--- src/rtl/i2svs_pkg.sv ---
// Package for the I2S volume serialiser: payload structs and fixed constants.
// No dependencies; imported by every module of the block.
package i2svs_pkg;

  // Fixed field widths
  localparam int unsigned SAMPLE_W   = 16;
  localparam int unsigned VOLUME_W   = 7;
  localparam int unsigned MAG_W      = SAMPLE_W + VOLUME_W; // |sample| * volume
  localparam int unsigned RECIP_SH   = MAG_W + 1;            // reciprocal scale 2^24
  localparam int unsigned POS_W      = 6;                    // 64 bit positions a frame
  localparam int unsigned QUEUE_DEPTH = 2;

  // One stereo frame as it enters the block
  typedef struct packed {
    logic signed [SAMPLE_W-1:0] left_sample;
    logic signed [SAMPLE_W-1:0] right_sample;
  } frame_in_t;

  // One bit-clock result
  typedef struct packed {
    logic word_select;
    logic data_bit;
    logic frame_last;
  } bit_out_t;

  // Scaled frame handed from the front end to the serialiser
  typedef struct packed {
    logic [SAMPLE_W-1:0] left_word;
    logic [SAMPLE_W-1:0] right_word;
  } scaled_pair_t;

endpackage

--- src/rtl/i2svs_front.sv ---
// Front end: volume register, request intake and six-stage scaling pipeline.
// Depends on i2svs_pkg; feeds i2svs_queue.
module i2svs_front #(
  parameter int unsigned VOLUME_MAX = 100
) (
  input  logic                    clk_i,
  input  logic                    rst_ni,
  input  logic                    cfg_we_i,
  input  logic [6:0]              cfg_wdata_i,
  input  logic                    in_valid_i,
  output logic                    in_stall_o,
  input  i2svs_pkg::frame_in_t    in_data_i,
  output logic                    push_valid_o,
  input  logic                    push_stall_i,
  output i2svs_pkg::scaled_pair_t push_data_o
);
  import i2svs_pkg::*;

  localparam int unsigned PROD_W = MAG_W + 8;
  localparam logic [VOLUME_W-1:0] VOL_RESET =
    VOLUME_W'((VOLUME_MAX < 100) ? VOLUME_MAX : 100);
  localparam logic [7:0] DIV_L = 8'(VOLUME_MAX);
  localparam logic [RECIP_SH:0] RECIP = (RECIP_SH+1)'((1 << RECIP_SH) / VOLUME_MAX);

  logic [VOLUME_W-1:0] volume_q, volume_d;
  logic [5:0] vld_q;
  logic       adv;

  logic signed [1:0][SAMPLE_W-1:0] smp_q;
  logic [1:0][MAG_W-1:0]           mag2_q, mag3_q, mag4_q;
  logic [1:0]                      neg2_q, neg3_q, neg4_q, neg5_q;
  logic [1:0][MAG_W-1:0]           q0_3_q, q0_4_q, quo5_q;
  logic [1:0][PROD_W-1:0]          prod4_q;
  logic [1:0][SAMPLE_W-1:0]        res6_q;

  logic [1:0][MAG_W-1:0]           mag2_d, q0_3_d, quo5_d;
  logic [1:0][PROD_W-1:0]          prod4_d;
  logic [1:0][SAMPLE_W-1:0]        res6_d;

  // Volume write with clamp to maximum
  always_comb begin
    volume_d = volume_q;
    if (cfg_we_i) begin
      if ({1'b0, cfg_wdata_i} > DIV_L) begin
        volume_d = VOLUME_W'(VOLUME_MAX);
      end else begin
        volume_d = cfg_wdata_i;
      end
    end
  end

  always_ff @(posedge clk_i or negedge rst_ni) begin
    if (!rst_ni) begin
      volume_q <= VOL_RESET;
    end else begin
      volume_q <= volume_d;
    end
  end

  // Whole pipeline moves unless the last stage cannot push
  assign adv        = !vld_q[5] || !push_stall_i;
  assign in_stall_o = !adv;

  always_ff @(posedge clk_i or negedge rst_ni) begin
    if (!rst_ni) begin
      vld_q <= '0;
    end else if (adv) begin
      vld_q <= {vld_q[4:0], in_valid_i};
    end
  end

  // Per-lane datapath, lanes are independent
  always_comb begin
    logic [SAMPLE_W-1:0]   abs_s;
    logic [2*MAG_W+1:0]    recip_p;
    logic [PROD_W-1:0]     rem;
    for (int l = 0; l < 2; l++) begin
      // stage 2: magnitude of sample times volume
      abs_s     = smp_q[l][SAMPLE_W-1] ? SAMPLE_W'(-smp_q[l]) : smp_q[l];
      mag2_d[l] = MAG_W'(abs_s) * MAG_W'(volume_q);
      // stage 3: quotient estimate by reciprocal, low by at most one
      recip_p   = (2*MAG_W+2)'(mag2_q[l]) * (2*MAG_W+2)'(RECIP);
      q0_3_d[l] = recip_p[RECIP_SH +: MAG_W];
      // stage 4: back-multiply estimate
      prod4_d[l] = PROD_W'(q0_3_q[l]) * PROD_W'(DIV_L);
      // stage 5: remainder correction
      rem        = {8'b0, mag4_q[l]} - prod4_q[l];
      quo5_d[l]  = (rem >= PROD_W'(DIV_L)) ? q0_4_q[l] + MAG_W'(1) : q0_4_q[l];
      // stage 6: restore sign and saturate
      if (neg5_q[l]) begin
        res6_d[l] = (quo5_q[l] > MAG_W'(32768)) ? 16'h8000 : SAMPLE_W'(-quo5_q[l]);
      end else begin
        res6_d[l] = (quo5_q[l] > MAG_W'(32767)) ? 16'h7fff : quo5_q[l][SAMPLE_W-1:0];
      end
    end
  end

  // Stage payload registers
  always_ff @(posedge clk_i) begin
    if (adv) begin
      smp_q[0] <= in_data_i.left_sample;
      smp_q[1] <= in_data_i.right_sample;
      mag2_q   <= mag2_d;
      neg2_q   <= {smp_q[1][SAMPLE_W-1], smp_q[0][SAMPLE_W-1]};
      mag3_q   <= mag2_q;
      neg3_q   <= neg2_q;
      q0_3_q   <= q0_3_d;
      q0_4_q   <= q0_3_q;
      mag4_q   <= mag3_q;
      neg4_q   <= neg3_q;
      prod4_q  <= prod4_d;
      quo5_q   <= quo5_d;
      neg5_q   <= neg4_q;
      res6_q   <= res6_d;
    end
  end

  assign push_valid_o           = vld_q[5];
  assign push_data_o.left_word  = res6_q[0];
  assign push_data_o.right_word = res6_q[1];

  // Stall only ever comes from a blocked last stage
  a_stall_cause: assert property (@(posedge clk_i) disable iff (!rst_ni)
    in_stall_o |-> (vld_q[5] && push_stall_i))
    else $error("front stalls without a blocked push");

  // Volume never exceeds maximum
  a_volume_range: assert property (@(posedge clk_i) disable iff (!rst_ni)
    {1'b0, volume_q} <= DIV_L)
    else $error("volume above maximum");

endmodule

--- src/rtl/i2svs_queue.sv ---
// Two-entry queue of scaled frames between front end and serialiser.
// Depends on i2svs_pkg.
module i2svs_queue (
  input  logic                    clk_i,
  input  logic                    rst_ni,
  input  logic                    push_valid_i,
  output logic                    push_stall_o,
  input  i2svs_pkg::scaled_pair_t push_data_i,
  output logic                    pop_valid_o,
  input  logic                    pop_i,
  output i2svs_pkg::scaled_pair_t pop_data_o
);
  import i2svs_pkg::*;

  scaled_pair_t entry_q [QUEUE_DEPTH];
  logic         wr_ptr_q, rd_ptr_q;
  logic [1:0]   count_q, count_d;
  logic         push, pop;

  assign push_stall_o = (count_q == 2'(QUEUE_DEPTH));
  assign pop_valid_o  = (count_q != 2'd0);
  assign push         = push_valid_i && !push_stall_o;
  assign pop          = pop_i && pop_valid_o;
  assign pop_data_o   = entry_q[rd_ptr_q];

  always_comb begin
    count_d = count_q;
    case ({push, pop})
      2'b10:   count_d = count_q + 2'd1;
      2'b01:   count_d = count_q - 2'd1;
      default: count_d = count_q;
    endcase
  end

  // Pointers and fill count
  always_ff @(posedge clk_i or negedge rst_ni) begin
    if (!rst_ni) begin
      wr_ptr_q <= 1'b0;
      rd_ptr_q <= 1'b0;
      count_q  <= 2'd0;
    end else begin
      if (push) wr_ptr_q <= !wr_ptr_q;
      if (pop)  rd_ptr_q <= !rd_ptr_q;
      count_q <= count_d;
    end
  end

  // Entry storage
  always_ff @(posedge clk_i) begin
    if (push) begin
      entry_q[wr_ptr_q] <= push_data_i;
    end
  end

  a_count_range: assert property (@(posedge clk_i) disable iff (!rst_ni)
    count_q <= 2'(QUEUE_DEPTH))
    else $error("queue overfilled");

  a_ptr_match: assert property (@(posedge clk_i) disable iff (!rst_ni)
    ((count_q == 2'd0) || (count_q == 2'(QUEUE_DEPTH))) |-> (wr_ptr_q == rd_ptr_q))
    else $error("queue pointers disagree with count");

endmodule

--- src/rtl/i2svs_back.sv ---
// Serialiser: turns one scaled frame into 64 bit-clock results.
// Depends on i2svs_pkg; pulls frames from i2svs_queue.
module i2svs_back (
  input  logic                    clk_i,
  input  logic                    rst_ni,
  input  logic                    pop_valid_i,
  output logic                    pop_o,
  input  i2svs_pkg::scaled_pair_t pop_data_i,
  output logic                    out_valid_o,
  input  logic                    out_stall_i,
  output i2svs_pkg::bit_out_t     out_data_o
);
  import i2svs_pkg::*;

  localparam logic [POS_W-1:0] POS_LAST = '1;

  logic                busy_q, busy_d;
  logic [POS_W-1:0]    pos_q, pos_d;
  logic [SAMPLE_W-1:0] left_q, right_q;
  logic                out_valid_q, out_valid_d;
  bit_out_t            out_q, out_d;
  logic                adv;
  logic [SAMPLE_W-1:0] word;
  logic [4:0]          chan_pos;
  logic [3:0]          bit_idx;

  assign adv   = !out_valid_q || !out_stall_i;
  assign pop_o = pop_valid_i && (!busy_q || (adv && pos_q == POS_LAST));

  // Bit for the current position: delay bit, 16 data bits MSB first, padding
  assign word     = pos_q[POS_W-1] ? right_q : left_q;
  assign chan_pos = pos_q[4:0];
  assign bit_idx  = 4'(5'd16 - chan_pos);

  always_comb begin
    busy_d      = busy_q;
    pos_d       = pos_q;
    out_valid_d = out_valid_q;
    out_d       = out_q;
    if (adv) begin
      if (busy_q) begin
        out_valid_d       = 1'b1;
        out_d.word_select = pos_q[POS_W-1];
        out_d.data_bit    = ((chan_pos != 5'd0) && (chan_pos <= 5'd16)) ? word[bit_idx] : 1'b0;
        out_d.frame_last  = (pos_q == POS_LAST);
        pos_d             = pos_q + POS_W'(1);
        if (pos_q == POS_LAST) begin
          busy_d = 1'b0;
        end
      end else begin
        out_valid_d = 1'b0;
      end
    end
    if (pop_o) begin
      busy_d = 1'b1;
      pos_d  = '0;
    end
  end

  always_ff @(posedge clk_i or negedge rst_ni) begin
    if (!rst_ni) begin
      busy_q      <= 1'b0;
      pos_q       <= '0;
      out_valid_q <= 1'b0;
    end else begin
      busy_q      <= busy_d;
      pos_q       <= pos_d;
      out_valid_q <= out_valid_d;
    end
  end

  // Frame words and output payload
  always_ff @(posedge clk_i) begin
    if (pop_o) begin
      left_q  <= pop_data_i.left_word;
      right_q <= pop_data_i.right_word;
    end
    out_q <= out_d;
  end

  assign out_valid_o = out_valid_q;
  assign out_data_o  = out_q;

  a_last_is_right: assert property (@(posedge clk_i) disable iff (!rst_ni)
    (out_valid_o && out_data_o.frame_last) |-> out_data_o.word_select)
    else $error("frame end flagged on left channel");

  a_mid_frame_valid: assert property (@(posedge clk_i) disable iff (!rst_ni)
    (busy_q && pos_q != '0) |-> out_valid_q)
    else $error("output dropped inside a frame");

endmodule

--- src/rtl/i2s_volume_serializer_unit.sv ---
// I2S volume serialiser, top level: front end, frame queue and serialiser.
// Depends on i2svs_pkg, i2svs_front, i2svs_queue and i2svs_back.
//
// Each request is one stereo frame of signed 16-bit samples. Both samples are
// scaled by volume/VOLUME_MAX (truncated toward zero, saturated to 16 bits) in
// a six-stage pipeline, then queued (two frames deep) and serialised as 64
// bit-clock results: left with word_select low, then right with it high, each
// as one zero delay bit, 16 data bits MSB first and 15 zero padding bits;
// frame_last marks the 64th. The serialiser emits one result per cycle while
// out_stall_i is low, so that output loop sets the sustained frame rate; it
// pops the next frame as the last result of the current one goes out. Volume
// writes above VOLUME_MAX clamp to it.
module i2s_volume_serializer_unit #(
  parameter int unsigned VOLUME_MAX = 100
) (
  input  logic                 clk_i,
  input  logic                 rst_ni,
  input  logic                 cfg_we_i,
  input  logic [6:0]           cfg_wdata_i,
  input  logic                 in_valid_i,
  output logic                 in_stall_o,
  input  i2svs_pkg::frame_in_t in_data_i,
  output logic                 out_valid_o,
  input  logic                 out_stall_i,
  output i2svs_pkg::bit_out_t  out_data_o
);
  import i2svs_pkg::*;

  logic         push_valid, push_stall;
  scaled_pair_t push_data;
  logic         pop_valid, pop;
  scaled_pair_t pop_data;

  i2svs_front #(
    .VOLUME_MAX(VOLUME_MAX)
  ) u_front (
    .clk_i        (clk_i),
    .rst_ni       (rst_ni),
    .cfg_we_i     (cfg_we_i),
    .cfg_wdata_i  (cfg_wdata_i),
    .in_valid_i   (in_valid_i),
    .in_stall_o   (in_stall_o),
    .in_data_i    (in_data_i),
    .push_valid_o (push_valid),
    .push_stall_i (push_stall),
    .push_data_o  (push_data)
  );

  i2svs_queue u_queue (
    .clk_i        (clk_i),
    .rst_ni       (rst_ni),
    .push_valid_i (push_valid),
    .push_stall_o (push_stall),
    .push_data_i  (push_data),
    .pop_valid_o  (pop_valid),
    .pop_i        (pop),
    .pop_data_o   (pop_data)
  );

  i2svs_back u_back (
    .clk_i       (clk_i),
    .rst_ni      (rst_ni),
    .pop_valid_i (pop_valid),
    .pop_o       (pop),
    .pop_data_i  (pop_data),
    .out_valid_o (out_valid_o),
    .out_stall_i (out_stall_i),
    .out_data_o  (out_data_o)
  );

endmodule
--- config.mk ---
export PLATFORM = sky130hd
export DESIGN_NAME = i2s_volume_serializer_unit
export DESIGN_NICKNAME = d
export VERILOG_FILES = /design/src/rtl/i2svs_pkg.sv /design/src/rtl/i2svs_front.sv /design/src/rtl/i2svs_queue.sv /design/src/rtl/i2svs_back.sv /design/src/rtl/i2s_volume_serializer_unit.sv
export SDC_FILE = /design/constraint.sdc
export NUM_CORES = 2
export LEC_CHECK = 0
export ABC_AREA = 1
export BUFFER_PORTS_ARGS = -buffer_cell sky130_fd_sc_hd__clkbuf_2
export CORE_AREA = 2 2 371 262
export DETAILED_ROUTE_END_ITERATION = 10
export DIE_AREA = 0 0 373 264
export GPL_TIMING_DRIVEN = 0
export PLACE_DENSITY = 0.65
export SLEW_MARGIN = 10
export SYNTH_ARGS = -nofsm -noshare
export SYNTH_HDL_FRONTEND = slang
export SYNTH_SLANG_ARGS = --single-unit
--- constraint.sdc ---
create_clock -name clk_i -period 19.2 [get_ports clk_i]
set_clock_uncertainty 0.1 [all_clocks]
set_input_delay 3.84 -clock clk_i [delete_from_list [all_inputs] [get_ports clk_i]]
set_output_delay 3.84 -clock clk_i [all_outputs]
set_load 0.1 [all_outputs]
# After elaboration in Yosys (flattened, before gate mapping)
# Memory sizes are Yosys's and may differ from the RTL's. A register that Yosys moved wholly into a read port is not among the register bits.
# Index checks and enable logic that the tools add are counted.
# word_totals
ff_bits	398
ramBits	64
elab_cells	115
memories	1
# mem_list
name	depth	word_bits	rd	rd_clocked_by_memory_dff	wr	line_no	text
u_queue.entry_q	2	32	1	1	1	i2svs_queue.sv:15	scaled_pair_t entry_q [QUEUE_DEPTH];
# classes
n_addsub	12
multipliers	6
magnitude_cmp	9
n_eq_ne	4
mux	25
reduce_logical	23
# ops
operator	count
16-bit two-way mux	9
23-bit by 16-bit multiplier with 39-bit output, second input constant	2
16-bit negator	4
31-bit by 7-bit >= comparator with 1-bit output, second input constant	2
23-bit by 30-bit subtractor with 31-bit output	2
16-bit by 7-bit multiplier with 23-bit output	2
17-bit by 5-bit multiplier with 22-bit output, second input constant	2
17-bit by 1-bit adder with 18-bit output, second input constant	2
18-bit by 15-bit > comparator with 1-bit output, second input constant	2
18-bit by 16-bit > comparator with 1-bit output, second input constant	2
17-bit two-way mux	2
6-bit two-way mux	3
1-bit logical NOT	8
1-bit two-way mux	8
2-bit nonzero test	4
7-bit > comparator, second input constant	1
7-bit two-way mux	1
6-bit by 1-bit adder with 6-bit output, second input constant	1
6-bit == test, second input constant	1
5-bit less-or-equal comparator, second input constant	1
1-bit logical AND	5
4-bit by 5-bit < comparator with 1-bit output, second input constant	1
5-bit nonzero test	1
1-bit binary-select mux with 4-bit select	1
other kinds (8)	12

# Depth between registers and ports, before layout
# depth
ltp_word	8
depth_mapped	30

# Hierarchy
# A second synthesis with hierarchy kept.
# unflattened
hier_cells	5168
area_unflattened_um2	47433.0
# modules_own_cells
module	instances	cells_per_inst	area_per_inst_um2	seq_area_each_um2
i2svs_front	1	4787	42937.4	10899.2
i2svs_queue	1	199	2578.7	2021.9
i2svs_back	1	182	1916.8	1251.2

# Worst setup path after synthesis
# No wires, ideal clock.
# synth_timing
kind	register -> output
from	register u_queue.count_q[0]
to	output port in_stall_o
t_arrival_ps	13641
required_ps	15260
slack_ps	1619
path_stages_with_launch	4
n_path_buf	0
cell_sequence	dfrtp_1 -> inv_1 -> nand3_1 -> inv_1
# synth_via
elab_chain_cells	4
# synth_rtl
element	line_no	text
start, declared	i2svs_queue.sv:17	logic [1:0] count_q, count_d;
start signal, assigned	i2svs_queue.sv:44	count_q <= count_d;
2-bit == test	i2svs_queue.sv:20	assign push_stall_o = (count_q == 2'(QUEUE_DEPTH));
1-bit logical NOT	i2svs_front.sv:61	assign adv = !vld_q[5] || !push_stall_i;
1-bit logical OR	i2svs_front.sv:61	
1-bit logical NOT	i2svs_front.sv:62	assign in_stall_o = !adv;
end, declared	i2s_volume_serializer_unit.sv:21	output logic in_stall_o,
# No other way between the ends.

==> results.cfg <==
[route]
via_count = 33300
first_pass_iters = 7
wl_per_cell_um = 15.7
post-route-drc-count = 0
drt-initial-drc-count = 2509
antenna_left = 0
drt_wl_total_mm = 103
vias_per_cell = 5.09

[critical_path]
start_kind = flip-flop
cp-end-kind = flip-flop
crit_arrival_ps = 7340
worstPathRequired_ps = 19460
crit_slowest_cell = xnor2_1
reg2regPathDepth = 28
critPathMaxStageDelay_ps = 630
path_common_cell = inv_1
worstPathMaxFanout = 9
crit_type = flip-flop to flip-flop

[grt]
grt_max_degree = 60
grt_pass1_wl_mm = 169
overflow = 0
antenna_found_initial = 1
first_global_vias = 32700
track_usage_pct = 21.2

[yosys]
synth_compound_area_share_pct = 6.05
synth-xor-area-share_pct = 3.21
synthFlopType = edfxtp_1
synth_top_family_by_area = adder cells
synthCells = 5129
synth_top_cells_by_count = 1202 x inv_1, 845 x nand2_1, 606 x ha_1
ys_seq_area_share_pct = 30.1
avgSynthCellArea_um2 = 9.19
synth_adder_area_share_pct = 36.2
yosysMostFrequentCell = inv_1
synth_seq_cells = 476
async_flop_share_pct = 5.25
synthMuxAreaShare_pct = 0
synth_edf_count = 451
synth-warning-count = 0
synth_top_area_cell = edfxtp_1
syn_area_um2 = 47200
yosysUniqueCellTypes = 57
syn_nets = 6253
synthSimpleGateAreaFrac_pct = 14.3
synth.top_cell.area_share_pct = 28.7
synth_area_leaders = edfxtp_1 29%, fa_1 20%, ha_1 16%

[floorplan]
row_count = 95
core_um2 = 95200
io_pins = 49
die_x_um = 373
fp.dieH_um = 264
initial_core_util_pct = 49.5
die_area_um2 = 98500

[timing]
setup_slack_ps = 12120
rsz0062_at_grt = false
slew_headroom_pct = 39.4
finalSetupViolations = 0
period_minus_slack_ps = 7080
slew_viol_final = 0
clock.fmax_mhz = 141
period_share_pct = 36.9
timing_hold_violations_final = 0
tightest_slew_ps = 910

[clock_network]
cts_resized = 0
path_clk_slew_ps = 60
cts_setup_buffers = 0
clk_latency_ps = 640
cts_tree = done
cts_buffers = 52
cts.sink_count = 476
cts_max_level = 2
cts_hold_buf = 0
root_buffer = clkbuf_16
cts_max_path_buffers = 3

[status]
status = completed

[final_layout]
area_growth_pct = 8.15
diodes = 0
nets = 6364
layoutNonFillerInstCount = 6543
drive_gt1_share_pct = 4.17

[min_path]
holdPathStages = 0
min_path_type = flip-flop to flip-flop

[place]
gp_congestion = 0.920
placed_cells = 6447
io_buffers = 48
hpwlAfterDp_mm = 84.9
post-place-ws_ps = 12190

[job]
max_cap_viol_count = 0
[flip-flops by register name, summed over array words and instances, names as in the netlist, 32 cells and up]
signal and count:
u_front.quo5_q 36, u_front.smp_q 32, u_front.q0_3_q 34, u_queue.entry_q 64, u_front.q0_4_q 34, u_front.push_data_o 32
u_front.mag2_q 46, u_front.mag4_q 46, u_front.mag3_q 46, u_front.prod4_q 38
[placed cells by master (no fill, tap or decap), drive strengths merged, types with 22 or more instances in the layout]
cell type     n
inv        1222
clkinv       29
nand4        37
a21oi       201
fa          474
xnor2        56
dfrtp        22
nor2        408
nand2       857
edfxtp      451
ha          606
o21ai       207
xor2        117
nand3       183
nor3         65
clkbuf      145
[final timing paths]
path                                                   from                              end  slack, ps
worst min register to register  u_front.neg4_q[1]$_DFFE_PN_      u_front.neg5_q[1]$_DFFE_PN_        310
worst min-delay path            u_front.neg4_q[1]$_DFFE_PN_      u_front.neg5_q[1]$_DFFE_PN_        310
max in group asynchronous                            rst_ni  u_front.volume_q[3]$_DFFE_PN0P_      15180
worst max-delay path             u_front.smp_q[0]$_DFFE_PN_     u_front.mag2_q[20]$_DFFE_PN_      12120
min in group asynchronous                            rst_ni      u_back.pos_q[2]$_DFFE_PN0P_       3220
worst max register to register   u_front.smp_q[0]$_DFFE_PN_     u_front.mag2_q[20]$_DFFE_PN_      12120
[area by class of cell]
class | count | area [um^2]
Fill cell | 8633 | 44200
Inverter | 1224 | 4600
Timing Repair Buffer | 57 | 458
Sequential cell | 476 | 14200
Clock buffer | 59 | 1330
Tap cell | 1261 | 1580
Multi-Input combinational cell | 3379 | 28200
Buffer | 50 | 214
Clock inverter | 37 | 453
[metrics by stage]
step	cell area [um^2]	utilization [%]	setup TNS, ps	hold WS, ps
2_1_floorplan	47200	-	0	300
3_3_place_gp	49000	51.4	-312	301
3_5_place_dp	49200	51.7	0	305
4_1_cts	51000	53.6	0	305
5_1_grt	51000	53.6	0	318
6_report	51000	53.6	0	305
[per-layer routing]
| metal | part of all wire (%) | wire length (um) | track usage, % | up-vias |
|---|---|---|---|---|
| met5 | 0 | 0 | 0 | - |
| met4 | 1.4 | 1480 | 3.30 | 0 |
| met3 | 6.4 | 6560 | 3.61 | 111 |
| met2 | 41 | 42300 | 31.0 | 864 |
| met1 | 51 | 52400 | 33.2 | 15800 |
| li1 | - | - | - | 16600 |
[logic make-up (layout without fill, tap and decap cells)]
family                   after synthesis  after routing
flip-flops                           476            476
AND/OR/NAND/NOR                     1614           1614
buffers and inverters               1274           1427
XOR/XNOR                             173            173
AO/OA/AOI/OAI                        512            512
adder cells (fa/ha/maj)             1080           1080
[critical path: cells and delay by family (launching register included)]
kind,cells,cell delay (ps)
AOI/OAI and AO/OA,7,1370
xor gates and xnor gates,2,790
adders and majority gates,6,2520
buffers and inverters,7,700
DFF,1,420
and+or+nand+nor,6,920
Power is not shown: default switching activity piles up to over one toggle a cycle in this logic, so the estimate is an artifact.
